[src/sv/md5_pkg.sv]
`timescale 1ns / 1ps

package md5_pkg;

    // Request opcodes
    localparam logic [1:0] OP_ADD     = 2'd0;
    localparam logic [1:0] OP_ADD_FIN = 2'd1;
    localparam logic [1:0] OP_FIN     = 2'd2;

    localparam logic [31:0] IV_A = 32'h67452301;
    localparam logic [31:0] IV_B = 32'hefcdab89;
    localparam logic [31:0] IV_C = 32'h98badcfe;
    localparam logic [31:0] IV_D = 32'h10325476;

    localparam logic [7:0] PAD_MARK     = 8'h80;
    localparam logic [6:0] BLK_BYTES    = 7'd64;
    localparam logic [5:0] LAST_LEN_POS = 6'd55;
    localparam logic [5:0] LAST_ROUND   = 6'd63;
    localparam logic [3:0] LEN_WORD_LO  = 4'd14;
    localparam logic [3:0] LEN_WORD_HI  = 4'd15;

    typedef logic [3:0][31:0] chain_t;

    // How the words of the block store are shaped while a block is compressed
    typedef struct packed {
        logic [6:0]  keep;      // bytes below this index come from the store
        logic        mark_en;   // place the 0x80 marker
        logic [5:0]  mark_pos;
        logic        len_en;    // words 14 and 15 carry the bit length
        logic [63:0] bit_len;
    } pad_desc_t;

    localparam logic [31:0] K_TAB [64] = '{
        32'hd76aa478, 32'he8c7b756, 32'h242070db, 32'hc1bdceee,
        32'hf57c0faf, 32'h4787c62a, 32'ha8304613, 32'hfd469501,
        32'h698098d8, 32'h8b44f7af, 32'hffff5bb1, 32'h895cd7be,
        32'h6b901122, 32'hfd987193, 32'ha679438e, 32'h49b40821,
        32'hf61e2562, 32'hc040b340, 32'h265e5a51, 32'he9b6c7aa,
        32'hd62f105d, 32'h02441453, 32'hd8a1e681, 32'he7d3fbc8,
        32'h21e1cde6, 32'hc33707d6, 32'hf4d50d87, 32'h455a14ed,
        32'ha9e3e905, 32'hfcefa3f8, 32'h676f02d9, 32'h8d2a4c8a,
        32'hfffa3942, 32'h8771f681, 32'h6d9d6122, 32'hfde5380c,
        32'ha4beea44, 32'h4bdecfa9, 32'hf6bb4b60, 32'hbebfbc70,
        32'h289b7ec6, 32'heaa127fa, 32'hd4ef3085, 32'h04881d05,
        32'hd9d4d039, 32'he6db99e5, 32'h1fa27cf8, 32'hc4ac5665,
        32'hf4292244, 32'h432aff97, 32'hab9423a7, 32'hfc93a039,
        32'h655b59c3, 32'h8f0ccc92, 32'hffeff47d, 32'h85845dd1,
        32'h6fa87e4f, 32'hfe2ce6e0, 32'ha3014314, 32'h4e0811a1,
        32'hf7537e82, 32'hbd3af235, 32'h2ad7d2bb, 32'heb86d391
    };

    // Message word index used by a round
    function automatic logic [3:0] msg_idx(input logic [5:0] rnd);
        logic [3:0] r;
        logic [3:0] g;
        r = rnd[3:0];
        case (rnd[5:4])
            2'd0: g = r;
            2'd1: g = r + {r[1:0], 2'b00} + 4'd1;
            2'd2: g = r + {r[2:0], 1'b0} + 4'd5;
            2'd3: g = {r[0], 3'b000} - r;
            default: g = r;
        endcase
        return g;
    endfunction

    function automatic logic [4:0] rot_amt(input logic [5:0] rnd);
        logic [4:0] s;
        case ({rnd[5:4], rnd[1:0]})
            4'h0: s = 5'd7;
            4'h1: s = 5'd12;
            4'h2: s = 5'd17;
            4'h3: s = 5'd22;
            4'h4: s = 5'd5;
            4'h5: s = 5'd9;
            4'h6: s = 5'd14;
            4'h7: s = 5'd20;
            4'h8: s = 5'd4;
            4'h9: s = 5'd11;
            4'ha: s = 5'd16;
            4'hb: s = 5'd23;
            4'hc: s = 5'd6;
            4'hd: s = 5'd10;
            4'he: s = 5'd15;
            4'hf: s = 5'd21;
            default: s = 5'd0;
        endcase
        return s;
    endfunction

    function automatic logic [31:0] rotl32(input logic [31:0] x, input logic [4:0] n);
        logic [63:0] t;
        t = {x, x} << n;
        return t[63:32];
    endfunction

    function automatic logic [31:0] bswap32(input logic [31:0] x);
        return {x[7:0], x[15:8], x[23:16], x[31:24]};
    endfunction

endpackage

[src/sv/md5_blk_mem.sv]
`timescale 1ns / 1ps

module md5_blk_mem (
    input  logic        aclk,
    input  logic        wr_en,
    input  logic [3:0]  wr_be,
    input  logic [3:0]  wr_addr,
    input  logic [31:0] wr_data,
    input  logic [3:0]  rd_addr,
    output logic [31:0] rd_data
);

    // 16 little-endian words of one 64-byte block
    logic [31:0] mem [16];
    logic [31:0] rd_data_reg;

    always_ff @(posedge aclk) begin
        if (wr_en) begin
            for (int k = 0; k < 4; k++) begin
                if (wr_be[k]) begin
                    mem[wr_addr][8*k +: 8] <= wr_data[8*k +: 8];
                end
            end
        end
        rd_data_reg <= mem[rd_addr];
    end

    assign rd_data = rd_data_reg;

endmodule

[src/sv/md5_core.sv]
`timescale 1ns / 1ps

module md5_core (
    input  logic              aclk,
    input  logic              aresetn,
    input  logic              start,
    input  md5_pkg::pad_desc_t desc,
    input  logic              chain_init,
    output logic [3:0]        rd_addr,
    input  logic [31:0]       rd_data,
    output logic              busy,
    output logic              done,
    output md5_pkg::chain_t   chain
);

    import md5_pkg::*;

    logic        run_reg;
    logic        add_reg;
    logic [5:0]  rnd_reg;
    logic [3:0]  g_reg;
    logic [31:0] a_reg, b_reg, c_reg, d_reg;
    pad_desc_t   desc_reg;
    chain_t      chain_reg;

    logic [31:0] w_word;
    logic [31:0] f_val;
    logic [31:0] sum_val;
    logic [31:0] b_next;

    // Issue the read in the cycle before the round that uses it
    assign rd_addr = msg_idx(start ? 6'd0 : rnd_reg + 6'd1);

    // Shape the stored word into padding where the descriptor says so
    always_comb begin
        logic [5:0] p;
        w_word = '0;
        for (int k = 0; k < 4; k++) begin
            p = {g_reg, 2'(k)};
            if ({1'b0, p} < desc_reg.keep) begin
                w_word[8*k +: 8] = rd_data[8*k +: 8];
            end else if (desc_reg.mark_en && p == desc_reg.mark_pos) begin
                w_word[8*k +: 8] = PAD_MARK;
            end
        end
        if (desc_reg.len_en && g_reg == LEN_WORD_LO) begin
            w_word = desc_reg.bit_len[31:0];
        end else if (desc_reg.len_en && g_reg == LEN_WORD_HI) begin
            w_word = desc_reg.bit_len[63:32];
        end
    end

    always_comb begin
        case (rnd_reg[5:4])
            2'd0: f_val = (b_reg & c_reg) | (~b_reg & d_reg);
            2'd1: f_val = (b_reg & d_reg) | (c_reg & ~d_reg);
            2'd2: f_val = b_reg ^ c_reg ^ d_reg;
            2'd3: f_val = c_reg ^ (b_reg | ~d_reg);
            default: f_val = '0;
        endcase
        sum_val = a_reg + f_val + K_TAB[rnd_reg] + w_word;
        b_next  = b_reg + rotl32(sum_val, rot_amt(rnd_reg));
    end

    always_ff @(posedge aclk) begin
        if (!aresetn) begin
            run_reg   <= 1'b0;
            add_reg   <= 1'b0;
            rnd_reg   <= '0;
            chain_reg <= {IV_D, IV_C, IV_B, IV_A};
        end else begin
            add_reg <= 1'b0;
            if (start) begin
                run_reg <= 1'b1;
                rnd_reg <= '0;
            end else if (run_reg) begin
                rnd_reg <= rnd_reg + 6'd1;
                if (rnd_reg == LAST_ROUND) begin
                    run_reg <= 1'b0;
                    add_reg <= 1'b1;
                end
            end
            if (add_reg) begin
                chain_reg[0] <= chain_reg[0] + a_reg;
                chain_reg[1] <= chain_reg[1] + b_reg;
                chain_reg[2] <= chain_reg[2] + c_reg;
                chain_reg[3] <= chain_reg[3] + d_reg;
            end else if (chain_init) begin
                chain_reg <= {IV_D, IV_C, IV_B, IV_A};
            end
        end
    end

    always_ff @(posedge aclk) begin
        g_reg <= rd_addr;
        if (start) begin
            desc_reg <= desc;
            a_reg    <= chain_reg[0];
            b_reg    <= chain_reg[1];
            c_reg    <= chain_reg[2];
            d_reg    <= chain_reg[3];
        end else if (run_reg) begin
            a_reg <= d_reg;
            d_reg <= c_reg;
            c_reg <= b_reg;
            b_reg <= b_next;
        end
    end

    assign busy  = run_reg | add_reg;
    assign done  = add_reg;
    assign chain = chain_reg;

endmodule

[src/sv/md5_message_digest_top.sv]
`timescale 1ns / 1ps

// MD5 hash engine fed one message byte per request. s_opcode adds s_msg_byte (0), adds it and
// ends the message (1), or ends the message without a byte (2, also for empty messages);
// code 3 is dropped. Bytes go into a 16-word block store memory with a registered read port,
// and a single round unit walks the 64 rounds, one round per cycle, reading one message word
// from that memory each cycle. Padding is never written to the store: the round unit masks
// the word it reads and inserts the 0x80 marker and the bit length on the fly. A byte that
// does not complete a block leaves the engine ready for the next byte; the byte that completes
// a block is followed by the round unit's start, the 64 rounds, the chaining add and the return
// to idle. Ending a message compresses the padded block, then one more block when fewer than
// nine bytes of room remain, and then loads the digest. The digest waits in an
// output register; byte 0 of the digest sits in m_digest_first[63:56]. After the digest is
// taken into that register the chaining words and byte count return to their initial values.
// The byte count wraps modulo 2^64.
module md5_message_digest_top (
    input  logic        aclk,
    input  logic        aresetn,
    input  logic        s_valid,
    output logic        s_ready,
    input  logic [1:0]  s_opcode,
    input  logic [7:0]  s_msg_byte,
    output logic        m_valid,
    input  logic        m_ready,
    output logic [63:0] m_digest_first,
    output logic [63:0] m_digest_second
);

    import md5_pkg::*;

    typedef enum logic [2:0] {
        ST_IDLE,
        ST_BLK_GO,
        ST_WAIT_BLK,
        ST_PAD_GO,
        ST_WAIT_PAD,
        ST_TAIL_GO,
        ST_WAIT_TAIL,
        ST_EMIT
    } state_t;

    state_t      state_reg;
    logic [63:0] count_reg;
    logic        fin_pend_reg;
    logic        tail_reg;
    logic        m_valid_reg;
    logic [63:0] m_first_reg;
    logic [63:0] m_second_reg;

    logic        in_acc;
    logic        byte_wr;
    logic [5:0]  pos;
    logic        emit_load;
    logic        core_start;
    logic        core_busy;
    logic        core_done;
    logic [3:0]  rd_addr;
    logic [31:0] rd_data;
    pad_desc_t   desc;
    chain_t      chain;

    assign s_ready   = (state_reg == ST_IDLE);
    assign in_acc    = s_valid && s_ready;
    assign pos       = count_reg[5:0];
    assign byte_wr   = in_acc && (s_opcode == OP_ADD || s_opcode == OP_ADD_FIN);
    // Load the digest once the output register is free or being drained
    assign emit_load = (state_reg == ST_EMIT) && (!m_valid_reg || m_ready);
    assign core_start = (state_reg == ST_BLK_GO) || (state_reg == ST_PAD_GO)
                     || (state_reg == ST_TAIL_GO);

    // Shape of the block about to be compressed
    always_comb begin
        desc          = '0;
        desc.bit_len  = {count_reg[60:0], 3'b000};
        case (state_reg)
            ST_BLK_GO: begin
                desc.keep = BLK_BYTES;
            end
            ST_PAD_GO: begin
                desc.keep     = {1'b0, pos};
                desc.mark_en  = 1'b1;
                desc.mark_pos = pos;
                desc.len_en   = (pos <= LAST_LEN_POS);
            end
            ST_TAIL_GO: begin
                desc.len_en = 1'b1;
            end
            default: begin
                desc.keep = BLK_BYTES;
            end
        endcase
    end

    md5_blk_mem u_mem (
        .aclk    (aclk),
        .wr_en   (byte_wr),
        .wr_be   (4'b0001 << pos[1:0]),
        .wr_addr (pos[5:2]),
        .wr_data ({4{s_msg_byte}}),
        .rd_addr (rd_addr),
        .rd_data (rd_data)
    );

    md5_core u_core (
        .aclk       (aclk),
        .aresetn    (aresetn),
        .start      (core_start),
        .desc       (desc),
        .chain_init (emit_load),
        .rd_addr    (rd_addr),
        .rd_data    (rd_data),
        .busy       (core_busy),
        .done       (core_done),
        .chain      (chain)
    );

    always_ff @(posedge aclk) begin
        if (!aresetn) begin
            state_reg    <= ST_IDLE;
            count_reg    <= '0;
            fin_pend_reg <= 1'b0;
            tail_reg     <= 1'b0;
            m_valid_reg  <= 1'b0;
        end else begin
            // Drop the digest once taken, unless a new one replaces it at this edge
            if (m_valid_reg && m_ready && !emit_load) begin
                m_valid_reg <= 1'b0;
            end
            case (state_reg)
                ST_IDLE: begin
                    if (in_acc) begin
                        case (s_opcode)
                            OP_ADD: begin
                                count_reg    <= count_reg + 64'd1;
                                fin_pend_reg <= 1'b0;
                                if (pos == LAST_ROUND) begin
                                    state_reg <= ST_BLK_GO;
                                end
                            end
                            OP_ADD_FIN: begin
                                count_reg    <= count_reg + 64'd1;
                                fin_pend_reg <= 1'b1;
                                state_reg    <= (pos == LAST_ROUND) ? ST_BLK_GO : ST_PAD_GO;
                            end
                            OP_FIN: begin
                                state_reg <= ST_PAD_GO;
                            end
                            default: begin
                                state_reg <= ST_IDLE;
                            end
                        endcase
                    end
                end
                ST_BLK_GO: begin
                    state_reg <= ST_WAIT_BLK;
                end
                ST_WAIT_BLK: begin
                    if (core_done) begin
                        state_reg <= fin_pend_reg ? ST_PAD_GO : ST_IDLE;
                    end
                end
                ST_PAD_GO: begin
                    tail_reg  <= (pos > LAST_LEN_POS);
                    state_reg <= ST_WAIT_PAD;
                end
                ST_WAIT_PAD: begin
                    if (core_done) begin
                        state_reg <= tail_reg ? ST_TAIL_GO : ST_EMIT;
                    end
                end
                ST_TAIL_GO: begin
                    state_reg <= ST_WAIT_TAIL;
                end
                ST_WAIT_TAIL: begin
                    if (core_done) begin
                        state_reg <= ST_EMIT;
                    end
                end
                ST_EMIT: begin
                    if (emit_load) begin
                        m_valid_reg  <= 1'b1;
                        count_reg    <= '0;
                        fin_pend_reg <= 1'b0;
                        state_reg    <= ST_IDLE;
                    end
                end
                default: begin
                    state_reg <= ST_IDLE;
                end
            endcase
        end
    end

    // Digest payload: byte k of chaining word i is digest byte 4*i+k
    always_ff @(posedge aclk) begin
        if (emit_load) begin
            m_first_reg  <= {bswap32(chain[0]), bswap32(chain[1])};
            m_second_reg <= {bswap32(chain[2]), bswap32(chain[3])};
        end
    end

    assign m_valid         = m_valid_reg;
    assign m_digest_first  = m_first_reg;
    assign m_digest_second = m_second_reg;

`ifndef SYNTHESIS
    a_start_idle: assert property (@(posedge aclk) disable iff (!aresetn)
        core_start |-> !core_busy)
        else $error("round unit started while busy");

    a_done_waiting: assert property (@(posedge aclk) disable iff (!aresetn)
        core_done |-> (state_reg == ST_WAIT_BLK || state_reg == ST_WAIT_PAD
                       || state_reg == ST_WAIT_TAIL))
        else $error("round unit finished with no block outstanding");

    a_valid_from_emit: assert property (@(posedge aclk) disable iff (!aresetn)
        $rose(m_valid) |-> $past(state_reg == ST_EMIT))
        else $error("digest shown without an emit step");

    a_count_cleared: assert property (@(posedge aclk) disable iff (!aresetn)
        emit_load |=> (count_reg == 64'd0 && state_reg == ST_IDLE))
        else $error("byte count not restarted after digest");
`endif

endmodule
[config.mk]
export PLATFORM = sky130hd
export DESIGN_NAME = md5_message_digest_top
export DESIGN_NICKNAME = d
export VERILOG_FILES = /design/src/sv/md5_pkg.sv /design/src/sv/md5_blk_mem.sv /design/src/sv/md5_core.sv /design/src/sv/md5_message_digest_top.sv
export SDC_FILE = /design/constraint.sdc
export NUM_CORES = 2
export LEC_CHECK = 0
export ABC_AREA = 1
export BUFFER_PORTS_ARGS = -buffer_cell sky130_fd_sc_hd__clkbuf_2
export CAP_MARGIN = 25
export CORE_UTILIZATION = 30
export CTS_CLUSTER_SIZE = 12
export DETAILED_ROUTE_END_ITERATION = 8
export PLACE_DENSITY = 0.55
export SLEW_MARGIN = 20
export SYNTH_ARGS = -nofsm -noshare
export SYNTH_HDL_FRONTEND = slang
export SYNTH_HIERARCHICAL = 1
export SYNTH_SLANG_ARGS = --single-unit
[constraint.sdc]
create_clock -name aclk -period 10.6 [get_ports aclk]
set_clock_uncertainty 0.05 [all_clocks]
set_input_delay 0.53 -clock aclk [delete_from_list [all_inputs] [get_ports aclk]]
set_output_delay 0.53 -clock aclk [all_outputs]
set_load 0.005 [all_outputs]
* Yosys cells after proc, flatten, opt, wreduce, memory -nomap -nowiden
Memory sizes are Yosys's and may differ from the RTL's. A register that Yosys moved wholly into a read port is not among the register bits.
Cells that the tools add are included.
** Operators by class
- Add/sub/neg operators :: 15
- Multiply operators :: 0
- Divide/modulo/power cells :: 0
- Order comparisons :: 7
- Equality and inequality tests :: 31
- Shifts and indexed selects :: 2
- Muxes and demuxes :: 68
- Bitwise gates (word level) :: 15
- Reduce and logical (&&, ||, !) cells :: 30
** Operator list (count)
- $mux 32 :: 12
- $add 32x32->32 :: 8
- $mux 128 :: 2
- $mux 64 :: 3
- $and 32x32->32 :: 4
- $pmux 32 s4 :: 1
- $pmux 64 s2 :: 1
- $or 32x32->32 :: 3
- $xor 32x32->32 :: 3
- $add 64x1->64 const B :: 1
- $mux 8 :: 8
- $not 32->32 :: 2
- $shl 64x5->64 :: 1
- $lt 6x7->1 :: 4
- $eq 6x6->1 :: 4
- $pmux 3 s8 :: 1
- $mux 1 :: 21
- $mux 3 :: 6
- $pmux 4 s4 :: 1
- $pmux 7 s2 :: 1
- $eq 3x3->1 const B :: 4
- $eq 6x6->1 const B :: 2
- $logic_and 1x1->1 :: 11
- $eq 2x2->1 const B :: 5
- other kinds (34) :: 59
** Storage, ports and cells
- Flip-flop bits (word level) :: 542
- Bits in latches :: 0
- Memory bits (writable) :: 512
- ROM bits :: 2128
- Bits of input ports :: 14
- Logic and storage cells :: 195
- Memories :: 3
** Memory list
- (name not given) :: words 64, bits a word 32, rd ports 1, clocked after Yosys merged registers in 0, write ports 0, line md5_core.sv:61 : sum_val = a_reg + f_val + K_TAB[rnd_reg] + w_word;
- u_mem.mem :: words 16, bits a word 32, rd ports 1, clocked after Yosys merged registers in 1, write ports 1, line md5_blk_mem.sv:14 : logic [31:0] mem [16];
- (name not given) :: words 16, bits a word 5, rd ports 1, clocked after Yosys merged registers in 1, write ports 0, line md5_pkg.sv:69 : case ({rnd[5:4], rnd[1:0]})

* Longest topological paths before layout
- Word-level depth :: 11
- Gate-level depth with buffers :: 56
- Gate-level depth less buffers :: 56

* Modules after synthesis
Netlist, hierarchy kept.
** Modules (own cells, without submodules)
- md5_core :: times used 1, cells each 4610, area an instance 31798.0 µm², seq. area each 9118.7 µm²
- md5_blk_mem :: times used 1, cells each 2195, area an instance 23015.8 µm², seq. area each 16015.4 µm²
- md5_message_digest_top :: times used 1, cells each 831, area an instance 8059.0 µm², seq. area each 5185.0 µm²

* Least setup slack after synthesis
No wires, ideal clock.
- Path type :: register to register
- Start :: register state_reg[0]
- End :: register u_core.a_reg[0], enable pin
- Library setup time :: 0.492 ns
- Arrival :: 7.798 ns
- Data required time :: 10.058 ns
- Setup slack :: 2.259 ns
- Cell stages (with the launch flop) :: 7
- Buffers on the path :: 2
- Clock period less this slack :: 8.341 ns
- Path through :: dfxtp_1 inv_1 a21oi_1 clkbuf_1 inv_1 clkbuf_1 nand2_1
** On the way
- Cells in the longest elaborated chain, start to end :: 4
- Elaborated cells between the ends (all ways) :: 6
** RTL lines
- start: declaration :: line md5_message_digest_top.sv:42 : state_t state_reg;
- start signal: assignment :: line md5_message_digest_top.sv:143 : state_reg <= (pos == LAST_ROUND) ? ST_BLK_GO : ST_PAD_GO;
- start signal: assignment :: line md5_message_digest_top.sv:159 : state_reg <= fin_pend_reg ? ST_PAD_GO : ST_IDLE;
- start signal: assignment :: line md5_message_digest_top.sv:168 : state_reg <= tail_reg ? ST_TAIL_GO : ST_EMIT;
- $eq 3x1->1 or $eq 3x2->1 (tied branches) :: line md5_message_digest_top.sv:68 : assign core_start = (state_reg == ST_BLK_GO) || (state_reg == ST_PAD_GO)
- $logic_or 1x1->1 :: line md5_message_digest_top.sv:68
- $logic_or 1x1->1 * :: line md5_message_digest_top.sv:69 : || (state_reg == ST_TAIL_GO);
- named net core_start :: line md5_message_digest_top.sv:54 : logic core_start;
- $reduce_bool 2->1 (no line) *
- end signal: assignment :: line md5_core.sv:98 : a_reg <= chain_reg[0];
- end signal: assignment :: line md5_core.sv:103 : a_reg <= d_reg;
- end: declaration :: line md5_core.sv:22 : logic [31:0] a_reg, b_reg, c_reg, d_reg;
The timed path passes the listed nets; every way through them passes the cells marked *.
A chain may end at the register's enable or synchronous reset.

* Final worst setup path
- Start :: register u_core.rnd_reg[0]
- End :: register u_core.b_reg[22] (data pin)
** On the way
- Cells in the longest elaborated chain, start to end :: 10
** RTL lines
- start: declaration :: line md5_core.sv:20 : logic [5:0] rnd_reg;
- start signal: assignment :: line md5_core.sv:77 : rnd_reg <= rnd_reg + 6'd1;
- $not 6->7 (implied by the code) :: line md5_core.sv:61
- $mem_v2 64x32
- $mux 32 (implied by the code) (2 in a row) :: line md5_core.sv:61
- $add 32x32->32 (2 in a row) :: line md5_core.sv:61
- $shl 64x5->64 :: line md5_pkg.sv:93 : t = {x, x} << n;
- $add 32x32->32 :: line md5_core.sv:62 : b_next = b_reg + rotl32(sum_val, rot_amt(rnd_reg));
- $mux 32 :: line md5_core.sv:102 : end else if (run_reg) begin
- $mux 32 :: line md5_core.sv:96 : if (start) begin
- end signal: assignment :: line md5_core.sv:99 : b_reg <= chain_reg[1];
- end signal: assignment :: line md5_core.sv:106 : b_reg <= b_next;
- end: declaration :: line md5_core.sv:22
No other way between the ends. The select of a mux whose other input is x is not followed.

==> qor.csv <==
stage,metric,value,unit
run_status,status,"complete, no violations",
timing,post-route setup slack,1.55,ns
critical_path,Worst EP required,11.09,ns
clocking,TritonCTS buffer count,119,
global_routing,Overflow after GRT,0,
timing,max_slew headroom,17.8,%
timing,Fin. Hold Viols,0,
final_layout,layout cells sized above 1,6.95,%
clocking,H-tree depth,3,
final_layout,number of flip-flops in the largest register,512,
die,die area,211000,um^2
clocking,post-CTS sizing,0,
placement,port bufs,143,
die,Core ar.,208000,um^2
global_routing,initial antenna violation count,6,
timing,Max Slew Vio Count,0,
clocking,Post CTS Setup Buffer Count,0,
critical_path,cell repeated most along the worst path,nand2_1,
timing,Fmax,0.111,GHz
clocking,Worst-Skew Late Latency,0.80,ns
route,drt via density,5.04,
critical_path,Setup crit start kind,flip-flop,
timing,Fin Setup TNS,0,ns
global_routing,Total GRT Usage,21.3,%
yosys,Cells after Synth,7635,
placement,Final Wtd Congestion,1.02,
timing,RSZ-0062 raised after global routing,no,
clocking,Clock Tree Root,clkbuf_16,
timing,final period demand of the worst path,9.05,ns
critical_path,CP Max Fanout,14,
clocking,TritonCTS clock tree,yes,
route,initial DRC count,4696,
critical_path,Crit-path slowest cell,a2111oi_1,
die,Chip Height,460,um
global_routing,largest net degree at the start of global routing,209,
hold_path,Hold Crit Class,in2reg,
clocking,CTS max path bufs,3,
route,via count,53400,
route,Post-route DRC,0,
route,drt total wl,228000,um
clocking,TritonCTS Sinks,1091,
route,Wirelength per Cell,21.5,um
critical_path,Slowest Stage Delay on Critical Path,0.94,ns
route,First-pass DRT Iterations,6,
critical_path,WP data arrival,9.54,ns
critical_path,CP Capture Type,flip-flop,
route,Routed Antenna Nets,0,
die,Site Rows,167,
critical_path,kind of critical path,reg2reg,
critical_path,worst reg2reg setup slack,1.55,ns
global_routing,number of global-route vias before repair,50800,
die,die width,460,um
timing,setup violators final,0,
die,Starting Density,30.3,%
placement,post-DP HPWL,167000,um
final_layout,Area Overhead vs Synth,12.0,%
yosys,Avg Inst Size Synth,8.23,um^2
clocking,"CTS clk-pin slew, worst paths",0.06,ns
yosys,synth warn,6,
global_routing,first-pass GRT wire length,338000,um
timing,worst-margin pin slew,1.23,ns
timing,Tcrit/Tclk final,85.3,%
run,max cap viols,0,
placement,worst slack at placement,1.68,ns
final_layout,Nets,8030,
die,Ports,144,
yosys,Netlist Area Pre-Place,62900,um^2
## layer usage
metal | track usage [%] | vias up | routed length (um)
li1 | - | 25600 | -
met1 | 28.1 | 25600 | 98900
met2 | 34.6 | 1723 | 105000
met3 | 2.91 | 390 | 13100
met4 | 9.39 | 8 | 10900
met5 | 0 | - | 48
## cells in the final DEF, fill, tap and decap left out, types with 142 or more instances in the layout
cell type,count
ha_1,237
nand2_1,1979
inv_1,1078
nand3_1,746
a21oi_1,516
o21ai_0,460
nor2_1,508
clkbuf_2,142
dfxtp_1,241
edfxtp_1,847
## per-stage QoR
| step | std cells | hold slack [ns] | area, um^2 | utilization, % |
|---|---|---|---|---|
| after global routing | 10600 | 0.112 | 70400 | 33.9 |
| final | 10600 | 0.121 | 70400 | 33.9 |
| after global placement | 10400 | 0.398 | 66400 | 32.0 |
| after floorplan | 7637 | 0.382 | 62900 | - |
| after CTS | 10600 | 0.0285 | 70300 | 33.9 |
| after detailed placement | 10400 | 0.406 | 66400 | 32.0 |
## timing repair
action / CTS / global route
setup endpoints to repair: 0 / 0
hold endpoints to repair: 5 / 0
hold buffers: 1 / 0
## worst paths after layout
path	cells past startpoint	startpoint	to
setup / recovery	44	u_core/rnd_reg[0]	u_core/b_reg[22]
hold / removal	4	s_opcode[1]	fin_pend_reg
setup reg to reg	44	u_core/rnd_reg[0]	u_core/b_reg[22]
hold reg to reg	0	u_core/chain[84]	m_digest_second[44]
## final cells by class
class                   instances  area, um^2
well taps                    2788        3490
inverters                    1098        4130
flip-flops and latches       1091       30300
multi-input cells            5167       27100
diodes                          3        7.51
repair buffers                230        1450
clock inverters                49         584
clock buffers                 175        3360
fillers                     21700      137000
## critical path, delay by kind of cell, from the launching register on
family / cells / cell delay [ns]
buffers and inverters: 5 / 1.00
AND/OR/NAND/NOR: 21 / 2.66
flip-flops: 1 / 0.31
AO/OA/AOI/OAI: 13 / 3.00
adder cells (fa/ha/maj): 5 / 1.76
Power is left out: the tool's default activity adds up to more than one toggle a clock period on the data nets, which glitch-free logic cannot reach.
